===== config.mk =====
export PLATFORM = sky130hd
export DESIGN_NAME = lbe_out_fifo
export DESIGN_NICKNAME = d
export VERILOG_FILES = /design/src/design/lbe_pkg.sv /design/src/design/lbe_out_fifo.sv
export SDC_FILE = /design/constraint.sdc
export NUM_CORES = 1
export LEC_CHECK = 0
export BUFFER_PORTS_ARGS = -buffer_cell sky130_fd_sc_hd__buf_2
export CAP_MARGIN = 20
export CORE_MARGIN = 5
export CORE_UTILIZATION = 60
export DETAILED_ROUTE_END_ITERATION = 16
export HOLD_SLACK_MARGIN = 0.02
export PLACE_DENSITY = 0.83
export REMOVE_ABC_BUFFERS = 1
export SYNTH_ARGS = -nofsm -noshare
export SYNTH_HDL_FRONTEND = slang
export SYNTH_SLANG_ARGS = --single-unit
export TNS_END_PERCENT = 100

===== constraint.sdc =====
create_clock -name clk -period 4.62 [get_ports clk]
set_input_delay 0.462 -clock clk [delete_from_list [all_inputs] [get_ports clk]]
set_output_delay 0.462 -clock clk [all_outputs]
set_load 0.005 [all_outputs]

===== src/design/lbe_pkg.sv =====
`timescale 1ns / 1ps
// lbe_pkg: types and fixed constants shared by the LZW byte encoder modules.
// No dependencies.
package lbe_pkg;

  localparam int BYTE_W      = 8;   // raw symbol width
  localparam int CODE_OUT_W  = 12;  // code port width
  localparam int WIDTH_OUT_W = 4;   // code_width port width
  localparam int WIDTH_W     = 5;   // internal width register, holds up to 31
  localparam int TAG_W       = 4;   // stream epoch tag kept in each dictionary slot
  localparam int OUT_DEPTH   = 4;   // result queue entries
  localparam int OUT_PTR_W   = 2;
  localparam int OUT_CNT_W   = 3;

  localparam logic [TAG_W-1:0] EPOCH_FIRST = TAG_W'(1);
  localparam logic [TAG_W-1:0] EPOCH_LAST  = '1;
  localparam logic [TAG_W-1:0] EPOCH_CLEAR = '0;

  typedef enum logic [2:0] {
    ST_CLEAR,
    ST_IDLE,
    ST_HASH,
    ST_CHECK,
    ST_FLUSH
  } lbe_state_t;

  typedef struct packed {
    logic [CODE_OUT_W-1:0]  code;
    logic [WIDTH_OUT_W-1:0] code_width;
    logic                   final_code;
  } lbe_result_t;

endpackage


===== src/design/lbe_out_fifo.sv =====
`timescale 1ns / 1ps
// lbe_out_fifo: small result queue driving the code channel.
// Depends on lbe_pkg.
module lbe_out_fifo import lbe_pkg::*; (
  input  logic                 clk,
  input  logic                 rst,
  input  logic                 push,
  input  lbe_result_t          push_data,
  input  logic                 out_stall,
  output logic                 out_valid,
  output lbe_result_t          out_data,
  output logic [OUT_CNT_W-1:0] count
);

  lbe_result_t            entries [OUT_DEPTH];
  logic [OUT_PTR_W-1:0]   head;
  logic [OUT_PTR_W-1:0]   tail;
  logic                   pop;
  logic [OUT_CNT_W-1:0]   count_next;

  assign out_valid = (count != '0);
  assign out_data  = entries[head];
  assign pop       = out_valid && !out_stall;

  always_comb begin
    count_next = count;
    if (push && !pop) begin
      count_next = count + OUT_CNT_W'(1);
    end else if (pop && !push) begin
      count_next = count - OUT_CNT_W'(1);
    end
  end

  always_ff @(posedge clk) begin
    if (rst) begin
      head  <= '0;
      tail  <= '0;
      count <= '0;
    end else begin
      count <= count_next;
      if (push) begin
        tail <= tail + OUT_PTR_W'(1);
      end
      if (pop) begin
        head <= head + OUT_PTR_W'(1);
      end
    end
  end

  always_ff @(posedge clk) begin
    if (push) begin
      entries[tail] <= push_data;
    end
  end

endmodule


Word-level counts from Yosys, hierarchy flattened
Memory sizes are Yosys's and may differ from the RTL's. A register that Yosys moved wholly into a read port is not among the register bits.
Index checks and enable logic that the tools add are counted.
- latch bits: 0
- RAM bits: 68
- word-level logic and storage cells: 22
- input bits: 21
- output and inout bits: 21
- memories kept: 1
- register bits after elaboration: 7
- memory bits (read-only): 0
- mux-type cells: 6
- reduce and logical (&&, ||, !) cells: 8
- shift-type cells: 0
- add/sub/neg operators: 4
- multipliers: 0
- order comparisons: 0
- equality and inequality tests: 0
- divide/modulo/power cells: 0
- bitwise gates (word level): 0
- memories (name ; words ; width ; rd ports ; clocked after memory_dff ; write ports ; line ; source):
    entries ; 4 ; 17 ; 1 ; 1 ; 1 ; lbe_out_fifo.sv:15 ; lbe_result_t entries [OUT_DEPTH];
- operators by type and width (operator ; count):
    $mux 3 ; 2
    $add 2x1->2 const B ; 2
    $mux 2 ; 2
    $add 3x1->3 const B ; 1
    $logic_and 1x1->1 ; 3
    $logic_not 1->1 ; 3
    $reduce_bool 3->1 ; 1
    $sub 3x1->3 const B ; 1
    $mux 1 ; 2
    $reduce_bool 2->1 ; 1

Longest topological paths before layout
Gate-level depths: netlist of the first run.
- word-level depth: 5
- mapped depth: 8
- depth with buffers taken out: 8

Least setup slack after synthesis of the first run
OpenSTA, ideal clock, no wires.
- path type: register to register
- start point: reg count[0]
- end point: reg count[2]
- clock period less this slack: 2.055 ns
- cell stages (with the launch flop): 9
- setup slack: 2.565 ns
- required time: 4.550 ns
- setup time: 0.070 ns
- arrival time: 1.985 ns
- path buffers: 0
- path through: dfxtp_1 nor3_1 or2_2 ha_1 inv_1 fa_1 xor2_1 or3_1 a21oi_1
- cells in the longest elaborated chain, start to end: 5
- elaborated cells between the ends (all ways): 10
- classes of those cells: add/sub: 2; mux: 2; reduce/logical: 6
- RTL lines (element ; line ; source):
    from (decl) ; lbe_out_fifo.sv:12 ; output logic [OUT_CNT_W-1:0] count
    from (signal assigned) ; lbe_out_fifo.sv:40 ; count <= count_next;
    parallel branches: the longest is 5 deep, another holds $sub 3x1->3 ; - ;
Several ways; the timed one is not identified. The select of a mux whose other input is x is not followed.
A chain may end at the register's enable or synchronous reset.

==> impl_metrics.json, run 1 <==
{
  "grt_setup_unrepaired": "no",
  "dieHeight_um": 79.9,
  "crit_path_end_kind": "output pin",
  "cp.required_ps": 4160,
  "nets": 210,
  "syn_inst": 135,
  "clkTransAtPathRegs_ps": 80,
  "fin_crit_sh": 0.529,
  "worst_pin_slew_ps": 906,
  "grt_pass1_vias": 1463,
  "hold_start": "push_data[3]",
  "switchingPower_mw": 0.418,
  "num_rows": 25,
  "vdd_drop_max_mv": 0.378,
  "skew_ps": 6.96,
  "drt-wirelength-per-cell_um": 18.5,
  "hpwl_mm": 3.04,
  "grt_pass1_wl_mm": 7.39,
  "power.total_mw": 1.65,
  "syn2layout_area_growth_pct": 15.6,
  "period_needed_ps": 2450,
  "max_cap_violations": 0,
  "start_kind": "flop",
  "antenna_left": 0,
  "power_density_nw_per_um2": 486,
  "diodes": 0,
  "numCtsBuffers": 9,
  "antenna_found_initial": 0,
  "slowest_stage": "dfxtp_1",
  "synthTopCellsByArea": "edfxtp_1 70%, mux4_2 7.7%, mux4_1 6.3%",
  "grt_max_degree": 18,
  "yosysUniqueCellTypes": 22,
  "firstDrtPassIters": 4,
  "cp.arrival_ps": 1980,
  "mappedNetlistArea_um2": 2930,
  "worst-path-max-fanout": 10,
  "ys_ff_latch": 77,
  "slew_headroom": 0.396,
  "status": "complete, no violations",
  "finalSetupTns_ps": 0,
  "overflow": 0,
  "drt-total-wl_mm": 4.71,
  "cts_tree": "yes",
  "fmax_ghz": 0.409,
  "place.gp.congestion": 0.675,
  "r2r_start": "count[0]$_SDFFE_PP0P_",
  "post-cts-setup-buffer-count": 0,
  "ys_warn_count": 0,
  "via_per_inst": 5.41,
  "hold_class": "input pin to flop",
  "seqPwrFrac": 0.520,
  "core_area_um2": 4720,
  "critical_path_class": "flop to output pin",
  "synth_top_area_frac": 0.697,
  "power_switching_share": 0.254,
  "clk_latency_ps": 340,
  "cts-root-buf": "clkbuf_8",
  "p_comb_frac": 0.180,
  "die_w_um": 79.9,
  "path_cells": "buf_8 > mux4_1 > buf_2",
  "drive_gt1_frac": 0.367,
  "cp_slowest_stage_delay_ps": 710,
  "hold_viol": 0,
  "clockBufferDepth": 2,
  "io_pins": 42,
  "initial_utilization": 0.621,
  "io_buffers": 41,
  "yosysTopAreaCell": "edfxtp_1",
  "internal-power_mw": 1.23,
  "drcViolationCount": 0,
  "htreeDepth": 3,
  "grt_use_total": 0.165,
  "dieArea_um2": 6380,
  "dr.first_iter.drc_count": 83,
  "pwr-share-clk": 0.300,
  "num_vias": 1379,
  "hold_buffers": 0,
  "slew_viol_final": 0,
  "setup_viol": 0,
  "syn_area_per_cell_um2": 21.7,
  "clock-sinks": 77,
  "yosysSeqAreaShare": 0.758,
  "p_leak_nw": 1.20,
  "ctsResizeCount": 0
}
through the flow:
stage	util	cells	area, um^2	hold WS (ps)	setup WS, ps
after CTS	0.714	254	3370	315	1910
final	0.717	255	3390	327	2170
after global placement	0.672	238	3180	475	2310
after detailed placement	0.672	238	3180	498	2300
after floorplan	-	130	2890	452	2570
after global routing	0.717	255	3390	317	2060
power by group through the flow:
stage | clock network [mW] | logic [mW] | registers (mW)
floorplan | 0 | 0.172 | 0.868
global placement | 0 | 0.266 | 0.880
detailed placement | 0 | 0.278 | 0.885
CTS | 0.500 | 0.280 | 0.870
global route | 0.532 | 0.325 | 0.863
finish | 0.493 | 0.297 | 0.856
critical path, delay by kind of cell (launching register included):
kind / cells / cell delay [ps]
flops: 1 / 710
mux: 1 / 550
buf+inv: 2 / 370
metal layers:
metal / global-route usage / vias to the layer above / wire (um)
met4: 0.0760 / 0 / 76
met1: 0.195 / 692 / 1900
met3: 0.0497 / 7 / 268
met5: 0 / - / 0
li1: - / 642 / -
met2: 0.278 / 38 / 2460
state kept, by name (all words and copies together) (netlist names), named ones only:
signal   count
entries     68
count        3
head         2
tail         2
cells by family (layout without fill, tap and decap cells):
| family | after synthesis | in the layout | share of synthesized area |
|---|---|---|---|
| DFF | 77 | 77 | 0.758 |
| muxes | 19 | 19 | 0.146 |
| and+or+nand+nor | 14 | 14 | 0.0260 |
| buffers and inverters | 9 | 62 | 0.0205 |
| AOI/OAI and AO/OA | 7 | 7 | 0.0119 |
| adders and majority gates | 6 | 6 | 0.0282 |
| xor gates and xnor gates | 3 | 3 | 0.00896 |
final cells by class:
class	instances	area (um^2)
repair buffers	42	220
multi-input cells	49	649
well taps	67	83.8
fillers	289	1340
clock buffers	9	124
clock inverters	7	73.8
inverters	4	15.0
flip-flops and latches	77	2220
cell usage after synthesis:
cell      number
and2_1         4
edfxtp_1      68
nor3_1         1
xnor2_1        1
ha_1           5
buf_6          1
fa_1           1
mux4_1         7
buf_2          2
mux2i_1        2
mux4_2        10
or2_2          1
or3_1          3
buf_12         1
xor2_1         2
clkbuf_1       1
o21ai_0        3
inv_1          4
nor2_1         4
a21oi_1        4
dfxtp_1        9
nand2b_1       1
cell usage in the layout, fill, tap and decap left out, drive strengths merged, types with 3 or more instances in the layout:
cell	synthesis	routed
edfxtp	68	68
clkbuf	1	9
or3	3	3
a21oi	4	4
o21ai	3	3
buf	4	42
and2	4	4
nor2	4	4
ha	5	5
mux4	17	17
dfxtp	9	9
clkinv	0	4
inv	4	5
worst paths after layout:
kind | depth (start not counted) | end | slack [ps]
max reg2reg | 8 | count[2]$_SDFFE_PP0P_ | 2320
min | 1 | entries[1][3]$_DFFE_PP_ | 330
max | 3 | out_data[9] | 2170
min reg2reg | 2 | count[2]$_SDFFE_PP0P_ | 510
(Power assumes the default switching activity.)
==> run 2: changes to the inputs <==
--- a/config.mk
+++ b/config.mk
@@ -8,10 +8,10 @@
 export BUFFER_PORTS_ARGS = -buffer_cell sky130_fd_sc_hd__buf_2
 export CAP_MARGIN = 20
 export CORE_MARGIN = 5
-export CORE_UTILIZATION = 60
+export CORE_UTILIZATION = 50
 export DETAILED_ROUTE_END_ITERATION = 16
 export HOLD_SLACK_MARGIN = 0.02
-export PLACE_DENSITY = 0.83
+export PLACE_DENSITY = 0.74
 export REMOVE_ABC_BUFFERS = 1
 export SYNTH_ARGS = -nofsm -noshare
 export SYNTH_HDL_FRONTEND = slang
==> constraint.sdc (replaced) <==
create_clock -name clk -period 2.1 [get_ports clk]
set_input_delay 0.21 -clock clk [delete_from_list [all_inputs] [get_ports clk]]
set_output_delay 0.21 -clock clk [all_outputs]
set_load 0.005 [all_outputs]
==> run 2 against run 1 <==
  * Combinational power grew 150%
  * Die area grew 17%
  * Total power grew 110%
  * Routed wire length shrank 4.8%
  * Setup slack lost 2100 ps
  * Global-route usage shrank 3.0 points
  * Via count grew 2.0%
  * First-iteration DRC count shrank 24%
  * Core utilization shrank 11 points
  * Hold slack lost 230 ps
  * Sequential power grew 120%
  * Largest cell class unchanged
==> impl_metrics.json, run 2 (synthesis gave the netlist of run 1 again) <==
{
  "status": "complete, no violations",
  "num_rows": 27,
  "clock-sinks": 77,
  "worst-path-max-fanout": 4,
  "fin_crit_sh": 0.961,
  "io_pins": 42,
  "num_vias": 1407,
  "place.gp.congestion": 0.711,
  "cp_slowest_stage_delay_ps": 370,
  "p_comb_frac": 0.216,
  "syn2layout_area_growth_pct": 15.5,
  "drt-wirelength-per-cell_um": 17.1,
  "slowest_stage": "fa_1",
  "ff2ff_setup_slack_ps": 80,
  "r2r_end": "count[2]$_SDFFE_PP0P_",
  "io_buffers": 41,
  "final_common_cell": "edfxtp_1",
  "initial_utilization": 0.523,
  "r2r_cells": 8,
  "r2r_start": "count[2]$_SDFFE_PP0P_",
  "grt_pass1_wl_mm": 7.45,
  "biggestRegsByFlops": "entries: 68 flops, count: 3 flops",
  "pwr-share-clk": 0.246,
  "switchingPower_mw": 0.839,
  "htreeDepth": 3,
  "hpwl_mm": 2.98,
  "hold_buffers": 0,
  "setup_viol": 0,
  "dieArea_um2": 7490,
  "dieHeight_um": 86.6,
  "hold_start": "push_data[14]",
  "max_cap_violations": 0,
  "numCtsBuffers": 9,
  "clk_latency_ps": 330,
  "firstDrtPassIters": 4,
  "via_per_inst": 5.35,
  "path_cells": "nor3_4 > or2_4 > ha_2 > inv_1 > fa_1 > xor2_1 > or3_1 > a21oi_1",
  "critical_path_class": "flop to flop",
  "grt_max_degree": 18,
  "cp.arrival_ps": 2270,
  "vdd_drop_max_mv": 0.784,
  "slew_viol_final": 0,
  "period_needed_ps": 2020,
  "start_kind": "flop",
  "power_switching_share": 0.244,
  "antenna_found_initial": 0,
  "diodes": 0,
  "nFillCells": 423,
  "slew_headroom": 0.425,
  "overflow": 0,
  "drt-total-wl_mm": 4.49,
  "grt_pass1_vias": 1538,
  "hold_depth": 1,
  "largest-register": "entries",
  "grt_use_total": 0.135,
  "nets": 214,
  "internal-power_mw": 2.60,
  "skew_ps": 7.41,
  "final_cell_mix": "68 x edfxtp_1, 41 x buf_2, 10 x mux4_2, 9 x clkbuf_8",
  "cts_tree": "yes",
  "worst_pin_slew_ps": 863,
  "cts-root-buf": "clkbuf_8",
  "crit_path_end_kind": "flop",
  "seqPwrFrac": 0.538,
  "final_cells": 263,
  "core_area_um2": 5610,
  "p_leak_nw": 1.20,
  "fmax_ghz": 0.495,
  "hold_viol": 0,
  "drcViolationCount": 0,
  "die_w_um": 86.6,
  "largest_reg_flops": 68,
  "clkTransAtPathRegs_ps": 70,
  "clockBufferDepth": 2,
  "min_to": "entries[3][14]$_DFFE_PP_",
  "drive_gt1_frac": 0.372,
  "dp_cells": 248,
  "dr.first_iter.drc_count": 63,
  "hold_class": "input pin to flop",
  "finalSetupTns_ps": 0,
  "power_density_nw_per_um2": 1010,
  "grt_setup_unrepaired": "no",
  "cp.required_ps": 2350,
  "antenna_left": 0
}
-- run 2: how the worst max path moves through the flow --
stage                                      from                    end  slack [ps]  cells after the start
after global placement    count[0]$_SDFFE_PP0P_  count[2]$_SDFFE_PP0P_         200                      8
final                     count[2]$_SDFFE_PP0P_  count[2]$_SDFFE_PP0P_          80                      8
after detailed placement  count[0]$_SDFFE_PP0P_  count[2]$_SDFFE_PP0P_          10                      8
after floorplan           count[0]$_SDFFE_PP0P_  count[2]$_SDFFE_PP0P_          50                      8
after CTS                 count[0]$_SDFFE_PP0P_  count[2]$_SDFFE_PP0P_          40                      8
after global routing      count[2]$_SDFFE_PP0P_  count[2]$_SDFFE_PP0P_          20                      8
-- run 2: what timing repair did --
action                     CTS  global route
gates resized for setup      1             5
setup buffers                0             0
setup endpoints to repair    1             1
pin swaps                    0             1
-- run 2: stage by stage --
stage	total power, mW	worst slack (ps)	instance area (um^2)	utilization	hold WS [ps]
CTS	3.46	44.3	3370	0.601	76.3
floorplan	2.29	45.2	2890	-	279
detailed placement	2.60	10.5	3220	0.574	430
global placement	2.56	205	3220	0.574	421
global route	3.63	20.9	3390	0.604	79.4
finish	3.44	81.5	3390	0.604	93.9
-- run 2: cell type report --
cell class | count | area (um^2) | share of cell area
clock buffers | 11 | 131 | 0.0388
clock inverters | 4 | 16.3 | 0.00480
inverters | 4 | 15.0 | 0.00443
multi-input cells | 49 | 666 | 0.197
flip-flops and latches | 77 | 2220 | 0.657
well taps | 72 | 90.1 | 0.0266
repair buffers | 46 | 243 | 0.0717
-- run 2: critical path, delay by kind of cell (launching register included) --
kind | cells | cell delay (ps)
AO/OA/AOI/OAI | 1 | 160
XOR/XNOR | 1 | 160
adder cells (fa/ha/maj) | 2 | 550
buffers and inverters | 1 | 60
flip-flops | 1 | 350
AND/OR/NAND/NOR | 3 | 670
-- run 2: power groups by stage --
stage,clock (mW),combinational [mW],sequential [mW]
finish,0.844,0.742,1.85
global route,0.945,0.821,1.86
CTS,0.875,0.745,1.84
detailed placement,0,0.736,1.86
global placement,0,0.702,1.85
floorplan,0,0.378,1.91
-- run 2: layer usage --
layer	up-vias	track usage	wire, um
met5	-	0	0
met4	0	0.0382	21
met3	5	0.0570	302
met2	39	0.244	2520
met1	716	0.144	1640
li1	647	-	-
