--- config.mk ---
export PLATFORM = sky130hd
export DESIGN_NAME = lbe_hash
export DESIGN_NICKNAME = d
export VERILOG_FILES = /design/src/design/lbe_pkg.sv /design/src/design/lbe_hash.sv
export SDC_FILE = /design/constraint.sdc
export NUM_CORES = 1
export LEC_CHECK = 0
export BUFFER_PORTS_ARGS = -buffer_cell sky130_fd_sc_hd__buf_2
export CORE_ASPECT_RATIO = 0.9
export CORE_UTILIZATION = 34
export CTS_BUF_LIST = sky130_fd_sc_hd__clkbuf_16
export CTS_CLUSTER_SIZE = 8
export DETAILED_ROUTE_END_ITERATION = 16
export PLACE_DENSITY = 0.69
export REMOVE_ABC_BUFFERS = 1
export SLEW_MARGIN = 20
export SYNTH_ARGS = -nofsm -noshare
export SYNTH_HDL_FRONTEND = slang
export SYNTH_SLANG_ARGS = --single-unit
--- constraint.sdc ---
create_clock -name clk -period 0.8 [get_ports clk]
set_clock_uncertainty 0.1 [all_clocks]
set_input_delay 0.12 -clock clk [delete_from_list [all_inputs] [get_ports clk]]
set_output_delay 0.12 -clock clk [all_outputs]
set_load 0.05 [all_outputs]
--- src/design/lbe_pkg.sv ---
`timescale 1ns / 1ps
// lbe_pkg: types and fixed constants shared by the LZW byte encoder modules.
// No dependencies.
package lbe_pkg;

  localparam int BYTE_W      = 8;   // raw symbol width
  localparam int CODE_OUT_W  = 12;  // code port width
  localparam int WIDTH_OUT_W = 4;   // code_width port width
  localparam int WIDTH_W     = 5;   // internal width register, holds up to 31
  localparam int TAG_W       = 4;   // stream epoch tag kept in each dictionary slot
  localparam int OUT_DEPTH   = 4;   // result queue entries
  localparam int OUT_PTR_W   = 2;
  localparam int OUT_CNT_W   = 3;

  localparam logic [TAG_W-1:0] EPOCH_FIRST = TAG_W'(1);
  localparam logic [TAG_W-1:0] EPOCH_LAST  = '1;
  localparam logic [TAG_W-1:0] EPOCH_CLEAR = '0;

  typedef enum logic [2:0] {
    ST_CLEAR,
    ST_IDLE,
    ST_HASH,
    ST_CHECK,
    ST_FLUSH
  } lbe_state_t;

  typedef struct packed {
    logic [CODE_OUT_W-1:0]  code;
    logic [WIDTH_OUT_W-1:0] code_width;
    logic                   final_code;
  } lbe_result_t;

endpackage

--- src/design/lbe_hash.sv ---
`timescale 1ns / 1ps
// lbe_hash: two-stage key mod SLOTS reduction by reciprocal multiply
// and a single correcting subtract. Depends on lbe_pkg.
module lbe_hash import lbe_pkg::*; #(
  parameter int KEY_W = 20,
  parameter int SLOTS = 8192
) (
  input  logic                     clk,
  input  logic                     rst,
  input  logic                     in_valid,
  input  logic [KEY_W-1:0]         key,
  output logic                     out_valid,
  output logic [$clog2(SLOTS)-1:0] slot
);

  localparam int SLOT_W   = $clog2(SLOTS);
  localparam int RECIP    = (1 << KEY_W) / SLOTS;
  localparam int RECIP_W  = KEY_W - SLOT_W + 1;
  localparam int PROD_W   = KEY_W + RECIP_W;

  logic              v1;
  logic [KEY_W-1:0]  key1;
  logic [PROD_W-1:0] prod1;

  logic [RECIP_W-1:0] quot;
  logic [KEY_W:0]     quot_n;
  logic [KEY_W:0]     rem_wide;
  logic [SLOT_W:0]    rem0;
  logic [SLOT_W:0]    rem1;

  always_ff @(posedge clk) begin
    if (rst) begin
      v1        <= 1'b0;
      out_valid <= 1'b0;
    end else begin
      v1        <= in_valid;
      out_valid <= v1;
    end
  end

  always_ff @(posedge clk) begin
    key1  <= key;
    prod1 <= PROD_W'(key) * PROD_W'(RECIP_W'(RECIP));
  end

  // quotient estimate is exact or one low, so the remainder is below 2*SLOTS
  always_comb begin
    quot     = prod1[PROD_W-1:KEY_W];
    quot_n   = (KEY_W+1)'(quot) * (KEY_W+1)'(SLOTS);
    rem_wide = (KEY_W+1)'(key1) - quot_n;
    rem0     = rem_wide[SLOT_W:0];
    rem1     = (rem0 >= (SLOT_W+1)'(SLOTS)) ? rem0 - (SLOT_W+1)'(SLOTS) : rem0;
  end

  always_ff @(posedge clk) begin
    slot <= rem1[SLOT_W-1:0];
  end

endmodule

; Yosys cells after proc, flatten, opt, wreduce, memory -nomap -nowiden
; Index checks and enable logic that the tools add are counted.
[classes]
addsub = 2
mul = 1
magnitude_cmp = 1
muxes = 1
[ops]
columns = operator, n
row1 = $mul A20 B21 Y14 const B, 1
row2 = $ge A14 B14 Y1 const B, 1
row3 = $sub A14 B14 Y14, 1
row4 = $mux W13, 1
row5 = $sub A13 B1 Y13 const B, 1
[totals]
register_bits = 43
in_bits = 23
out_inout_bits = 14
word_cells = 10

; Depth between registers and ports, before layout
; Gate-level depths: netlist (run 1).
[logic_depth]
ltp_word = 3
ltp_mapped = 1
depth_no_buf = 1

; Least setup slack after synthesis (run 1)
; No wires, ideal clock.
[synth_path]
path_kind = register to output
from = reg out_valid
to = out out_valid
arrival_time_ns = 0.587
required_ns = 0.580
path_slack_ns = -0.007
path_stages_with_launch = 1
path_buffers = 0
cell_sequence = dfxtp_1
[synth_lines]
columns = element, line
row1 = start: declaration, lbe_hash.sv:12  ; output logic out_valid,
row2 = start signal: assignment, lbe_hash.sv:37  ; out_valid <= v1;
; No word-level cell between the ends.

; Worst setup path after layout (run 1)
[layout_path]
from = reg slot[0]
to = out slot[0]
[layout_lines]
columns = element, line
row1 = start: declaration, lbe_hash.sv:13  ; output logic [$clog2(SLOTS)-1:0] slot
row2 = start signal: assignment, lbe_hash.sv:56  ; slot <= rem1[SLOT_W-1:0];
; No word-level cell between the ends.

==> results of run 1 <==
-- worst min-delay path by stage --
stage | startpoint | to | slack (ns) | cells after the start
detailed placement | key[1] | key1[1] | 0.12 | 1
floorplan | key[0] | key1[0] | 0.05 | 0
finish | rst | out_valid | -0.06 | 2
global placement | key[0] | key1[0] | 0.12 | 1
global route | rst | out_valid | -0.07 | 2
CTS | rst | out_valid | -0.08 | 2
-- layout make-up --
class                      count  area [um2]  share of cell area, %
timing repair buffer          42         415                   37.3
sequential                    28         578                   52.0
clock buffer                   3        75.1                   6.75
clock inverter                 1        3.75                  0.337
tap                           22        27.5                   2.47
multi-input combinational      2        12.5                   1.12
-- where the power goes --
group / switching [mW] / internal, mW
clock network: 0.399 / 0.667
logic: 0.163 / 0.165
registers: 0.0338 / 1.48
-- placed cells by master, fill, tap and decap left out, drive strengths merged --
cell type     n
buf          29
clkbuf        3
clkinv        1
dfxtp        28
dlygate4sd3  13
nor2b         2
-- metrics by stage --
step | cells | worst slack, ns | hold WS (ns)
after CTS | 98 | -0.158 | -0.0797
after floorplan | 30 | -0.00733 | 0.0477
after detailed placement | 81 | 0.0264 | 0.124
after global placement | 81 | 0.0368 | 0.122
after global routing | 98 | -0.193 | -0.0700
final | 98 | -0.167 | -0.0583
-- repair_timing --
item                       4_1_cts  5_1_grt
buffers inserted                 0        0
gates resized for setup         44       12
hold endpoints to repair        15        2
setup endpoints to repair       14       14
-- cells by family after synthesis --
logic type	count (synthesis)	synth area share [%]
DFF	28	97.8
and+or+nand+nor	2	2.18
-- layer usage --
layer,part of all wire (%),track usage [%]
met1,30,8.70
met3,7.6,7.05
met2,63,28.3
met4,0,4.55
met5,0,0
-- flip-flops by register name, indices dropped and copies added, names as in the netlist --
signal,flops
out_valid,1
key1,13
slot,13
v1,1
==> results.md, run 1 <==
* Worst Slack Setup Final at -0.167 ns
* Diode count at 0
* Io pins at 37
* Reg2Reg Depth at 1
* RR Endpoint: out_valid
* Antenna Nets Post-Route at 0
* Failing checks: hold timing, setup timing
* Wire per inst at 11.1 um
* R2R Setup Slk at 0.18 ns
* Post-synth ARST share at 0%
* Min-delay worst type: in -> reg
* Worst-margin pin slew at approximately 0.10 ns
* DRC Markers at 0
* CTS tree: built
* Worst hold margin at -0.0583 ns
* Pleak at 0.496 nW
* Clock transition at path regs at 0.06 ns
* Max Root-Sink Buffers at 2
* Layout cells sized above 1 at 60.5%
* Largest net degree at the start of global routing at 16
* Overflow after GRT at 0
* First element of the critical path: slot[0]
* Worst setup endpoint: slot[0]
* Area grow syn2layout at 94.1%
* Top_reg_cell synth: dfxtp_1
* Slew headroom at about 93%
* Final Cycle Share at 121%
* Max-cap viol count at 0
* Cts hold-fix bufs at 13
* Synth area leader: dfxtp_1
* Cell area after placement at between 700 and 800 um2
* Setup_tns at -2.05 ns
* CP max-delay cell: dfxtp_2
* Die height at around 41 um
* Unrepaired setup endpoints after global routing: true
* Nets at 100
* Unique masters post-synth at 2
* CP Cell Sequence: buf_8
* Fin. Hold Viols at 2
* Synth Instances at 30
* Pwr per Cell Area at approximately 2600 mW/mm2
* Number of port buffers at 29
* Initial Util at 37.9%
* Outcome: finished with violations
* Synth area leaders: dfxtp_1 (98%), nor2b_1 (2.2%)
* Clk_lat worst skew at 0.25 ns
* Critical path depth at 1
* CTS Buf Count at 3
* Vias in the first global route at 368
* First-pass GRT wire length at 1.44 mm
* FF-to-FF Start: v1
* CP bufs+invs at 1
* Final Critical Period at between 0.9 and 1 ns
* Max FO, Critical Path at 1
* Highest Clock Rate at 1030 MHz
* CP Class: reg -> out
* Yosys warning count at 0
* CP delay by family, top: flip-flops
* Total wire length at 1.09 mm
* Clock Sinks at 28
* Req. time, crit path at between 0.5 and 0.6 ns
* Power Total at approximately 2.9 mW
* Peak VDD IR at about 0.0021 V
* Detailed Route Iter0 Violations at 4
* Core outline area at ~0.0015 mm2
* Placer Congestion at 0.569
* Final setup fails at 14
* Count leader, synth: dfxtp_1
* Top-area cell type share of the netlist area at 97.8%
* Yosys reg bits at 28
* Final Core Density at approximately three quarters
* Num rows at 13
* Final Cell Area at about 0.0011 mm2
* Worst Path Arrival at 0.75 ns
* Fillers at around 100
* Mapped cell area at about 570 um2
* Iteration count of the initial detailed-routing pass at 2
* Die width at 45.3 um
* Number of synthesized flops with an enable pin at 0
* Post-DP HPWL at around 570 um
* Total track usage at around an eighth
* Commonest cells in the netlist: dfxtp_1 (28), nor2b_1 (2)
* Number of H-tree levels at 1
* Antenna violations before repair at 0
* Vias at 358
* Seq/Total Area, Yosys at 97.8%
* Mean post-synth cell area at 19.1 um2
* Crit path largest cell delay at about 0.34 ns
* Clock root cell: clkbuf_16
* Startpoint type of the worst setup path: flop
* Worst setup EP type: output pin
* Max Slew Vio Count at 0
* Die area at approximately 0.0019 mm2
* DR vias/cell at 3.65
Note: power is estimated with default switching activity, not from simulation.
==> run 2: changes to the inputs <==
--- a/config.mk
+++ b/config.mk
@@ -7,11 +7,11 @@
 export LEC_CHECK = 0
 export BUFFER_PORTS_ARGS = -buffer_cell sky130_fd_sc_hd__buf_2
 export CORE_ASPECT_RATIO = 0.9
-export CORE_UTILIZATION = 34
+export CORE_UTILIZATION = 37
 export CTS_BUF_LIST = sky130_fd_sc_hd__clkbuf_16
 export CTS_CLUSTER_SIZE = 8
 export DETAILED_ROUTE_END_ITERATION = 16
-export PLACE_DENSITY = 0.69
+export PLACE_DENSITY = 0.72
 export REMOVE_ABC_BUFFERS = 1
 export SLEW_MARGIN = 20
 export SYNTH_ARGS = -nofsm -noshare
==> constraint.sdc (replaced) <==
create_clock -name clk -period 1 [get_ports clk]
set_clock_uncertainty 0.1 [all_clocks]
set_input_delay 0.15 -clock clk [delete_from_list [all_inputs] [get_ports clk]]
set_output_delay 0.15 -clock clk [all_outputs]
set_load 0.05 [all_outputs]
==> results.md, run 2 (synthesis gave the netlist of run 1 again) <==
* Nets at slightly above 100
* CTS tree: built
* Total wire length at 871 um
* Pleak at 0.494 nW
* Worst Path Arrival at around 0.73 ns
* Overflow after GRT at 0
* Seq pwr share at between 40 and 50%
* Internal at between 2 and 2.5 mW
* Antenna violations before repair at 0
* Die height at approximately 40 um
* Max FO, Critical Path at 1
* Switch share at 18.7%
* Layout cells sized above 1 at between 50% and 60%
* Vias in the first global route at roughly 300
* Clock share of power at approximately 44%
* CP delay by family, top: flip-flops
* Number of H-tree levels at 1
* Combinational share of power at about a tenth
* Largest net degree at the start of global routing at 17
* Pre-CTS setup slack at 0.198 ns
* Dpl cells at 74
* Total track usage at under 10%
* CP Cell Sequence: buf_6
* Fillers at 94
* Slew headroom at around 90%
* First-pass GRT wire length at between 1 and 1.5 mm
* Power Total at roughly 2.6 mW
* Clock Sinks at 28
* Initial Util at about two fifths
* Cell area after placement at around 740 um2
* Worst setup EP type: output pin
* Final Critical Period at 0.980 ns
* CP max-delay cell: dfxtp_2
* Crit path largest cell delay at ~0.33 ns
* CP Class: reg -> out
* Req. time, crit path at around 0.75 ns
* Placer Congestion at around 0.55
* Vias at about 360
* Num rows at 13
* Setup_tns at 0 ns
* Clock root cell: clkbuf_16
* Commonest cells after routing, fill and taps aside: buf_2 (15), dfxtp_1 (15), dlygate4sd3_1 (14), buf_6 (14), dfxtp_2 (13)
* Max-cap viol count at 0
* Area grow syn2layout at 89.5%
* Die area at 0.00171 mm2
* Final Cell Area at 0.00109 mm2
* Final Core Density at 75.0%
* Top flop regs: key1 x13, slot x13
* Wire per inst at about 9.5 um
* CP bufs+invs at 1
* CTS Buf Count at 3
* Number of port buffers at 29
* Min-delay worst type: in -> reg
* Die width at 43.5 um
* Iteration count of the initial detailed-routing pass at 9
* Failing checks: DRC
* Core outline area at about 0.0014 mm2
* Io pins at 37
* Clk_lat worst skew at around 0.25 ns
* Antenna Nets Post-Route at 0
* Net Switching at about 480 uW
* Clock transition at path regs at approximately 0.06 ns
* Final setup fails at 0
* Fin cells at 92
* Worst hold margin at 0.00825 ns
* DRC Markers at 4
* Final Cycle Share at 98.0%
* Outcome: finished with violations
* Max Root-Sink Buffers at 2
* Highest Clock Rate at 1020 MHz
* Peak VDD IR at about 0.0023 V
* Unrepaired setup endpoints after global routing: false
* Diode count at 0
* Pwr per Cell Area at ~2400 mW/mm2
* Startpoint type of the worst setup path: flop
* Detailed Route Iter0 Violations at 8
* Worst-margin pin slew at 0.112 ns
* Max Slew Vio Count at 0
* DR vias/cell at slightly below 4
* Fin. Hold Viols at 0
* Worst Slack Setup Final at 0.0202 ns
[run 2: cell count changes in the layout (fill, tap and decap cells not counted), sizes merged]
cell | previous run | this run
bufinv | 0 | 1
clkinv | 1 | 0
dlygate4sd3 | 13 | 14
[run 2: final timing paths]
check	from	depth (start not counted)	endpoint	slack, ns
max reg2reg	v1	1	out_valid	0.39
max	slot[10]	1	slot[10]	0.02
min	in_valid	2	v1	0.008
min reg2reg	key1[8]	0	slot[8]	0.22
[run 2: area by class of cell]
type,count,area [um2],share of cell area [%]
sequential,28,577,53.1
clock inverter,1,30.0,2.76
tap,15,18.8,1.73
clock buffer,3,75.1,6.91
timing repair buffer,43,373,34.3
multi-input combinational,2,12.5,1.15
[run 2: what timing repair did]
action / CTS / global route
hold endpoints to repair: 15 / 0
buffers inserted: 0 / 0
hold buffers: 14 / 0
gates resized for setup: 29 / 12
endpoints found under the setup margin: 14 / 11
[run 2: power groups by stage]
stage	registers (mW)	logic, mW	clock network [mW]
floorplan	1.32	0.00242	0
global placement	1.21	0.161	0
detailed placement	1.21	0.163	0
CTS	1.19	0.237	1.15
global route	1.20	0.249	1.19
finish	1.20	0.240	1.13
[run 2: per-layer routing]
metal,wire [um],GRT usage (%),vias up
met3,39,6.91,0
met4,0,2.34,0
met2,494,18.9,12
met1,337,8.43,162
met5,0,0,-
li1,-,-,184
==> run 3: changes to the inputs <==
--- a/config.mk
+++ b/config.mk
@@ -6,7 +6,6 @@
 export NUM_CORES = 1
 export LEC_CHECK = 0
 export BUFFER_PORTS_ARGS = -buffer_cell sky130_fd_sc_hd__buf_2
-export CORE_ASPECT_RATIO = 0.9
 export CORE_UTILIZATION = 37
 export CTS_BUF_LIST = sky130_fd_sc_hd__clkbuf_16
 export CTS_CLUSTER_SIZE = 8
==> results.md, run 3 (synthesis gave the netlist of run 1 again) <==
* CTS tree: built
* Min-delay worst type: in -> reg
* Worst Path Arrival at around 0.73 ns
* First-pass GRT wire length at about 1.0 mm
* Hold path depth at 2
* Clock transition at path regs at about 0.060 ns
* Max Slew Vio Count at 0
* Pleak at approximately 0.48 nW
* Clock root cell: clkbuf_16
* Overflow after GRT at 0
* Placer Congestion at between 0.6 and 0.7
* Fin cells at slightly above 90
* CP Class: reg -> out
* Unrepaired setup endpoints after global routing: true
* HP Start: in_valid
* Num rows at 13
* CP Cell Sequence: buf_6
* Number of H-tree levels at 1
* Clk_lat worst skew at between 0.2 and 0.3 ns
* CP max-delay cell: dfxtp_1
* Total track usage at about a tenth
* Reg2Reg Depth at 1
* Met3 Usage GRT at 4.79%
* Max-cap viol count at 0
* Worst setup EP type: output pin
* Area grow syn2layout at 85.2%
* CP delay by family, top: flip-flops
* Worst-margin pin slew at about 0.11 ns
* Diode count at 0
* Detailed Route Iter0 Violations at 1
* Pre-CTS setup slack at 0.203 ns
* Fin. Hold Viols at 0
* Initial Util at 41.9%
* Post-CTS Setup Bufs at 0
* Max Root-Sink Buffers at 2
* Pwr per Cell Area at around 2200 mW/mm2
* Setup_tns at 0 ns
* CP bufs+invs at 1
* Req. time, crit path at about 0.75 ns
* DR vias/cell at approximately 3.8
* Clock Sinks at 28
* DRC Markers at 0
* Met2 usage at between 10% and 20%
* Wire per inst at 9.92 um
* Largest net degree at the start of global routing at 16
* Io pins at 37
* Total wire length at 913 um
* Die height at around 41 um
* Core outline area at between 0.001 and 0.0015 mm2
* Commonest cells after routing, fill and taps aside: dfxtp_1 (17), buf_2 (15), dlygate4sd3_1 (14), buf_6 (13), dfxtp_2 (11)
* Top flop regs: key1 x13, slot x13
* Final Cycle Share at between 90% and 100%
* CTS Buf Count at 3
* Vias in the first global route at between 200 and 300
* Die width at approximately 41 um
* Busiest grt layer: met2
* Highest Clock Rate at 1020 MHz
* Antenna violations before repair at 0
* Crit path largest cell delay at between 0.3 and 0.4 ns
* Peak VDD IR at 0.00169 V
* Dpl cells at 74
* Worst Slack Setup Final at 0.0189 ns
* Outcome: finished clean
* Vias at 351
* Nets at 101
* Final Critical Period at just under 1 ns
* Final Core Density at between 70% and 80%
* Critical path depth at 1
* Commonest non-fill, non-tap cell in the layout: dfxtp_1
* First element of the critical path: out_valid
* Layout cells sized above 1 at 55.8%
* Number of port buffers at 29
* Final setup fails at 0
* Slew headroom at between 90% and 100%
* Max FO, Critical Path at 1
* GRT met1 Usage at 9.06%
* Antenna Nets Post-Route at 0
* FF-to-FF Start: v1
* Iteration count of the initial detailed-routing pass at 2
* Startpoint type of the worst setup path: flop
* Die area at approximately 0.0017 mm2
-- run 3: cell count changes in the layout (fill, tap and decap cells not counted), sizes merged --
cell / change
bufinv: -1
clkinv: +1
-- run 3: layer usage --
metal  vias to the layer above  routed length [um]
met5                         -                   0
met3                         0                  46
met1                       152                 346
met2                        16                 520
met4                         0                   0
li1                        183                   -
-- run 3: cell type report --
type / count / area, um2
clock inverter: 1 / 3.75
multi-input combinational: 2 / 12.5
clock buffer: 3 / 75.1
tap: 15 / 18.8
timing repair buffer: 43 / 377
sequential: 28 / 574
fill: 84 / 305
-- run 3: path summary, 6_finish.rpt --
check	slack (ns)	endpoint
worst max-delay path	0.02	out_valid
worst min register to register	0.23	slot[0]
worst min-delay path	0.009	v1
worst max register to register	0.38	out_valid
-- run 3: repair_timing --
action,in CTS,in global routing
endpoints found under the hold margin,15,0
gates resized for setup,18,22
setup endpoints to repair,14,13
hold buffers,14,0
-- run 3: stage by stage --
stage	hold slack [ns]	power, mW	instance area (um2)
2_1_floorplan	0.0777	1.32	573
3_3_place_gp	0.153	1.37	737
3_5_place_dp	0.154	1.37	737
4_1_cts	0.00576	2.29	1010
5_1_grt	0.00985	2.39	1060
6_report	0.00876	2.29	1060
-- run 3: where the power goes --
group          switching (mW)  total [mW]  internal (mW)
Sequential             0.0195        1.20           1.18
Clock                   0.319       0.852          0.533
Combinational           0.128       0.242          0.114
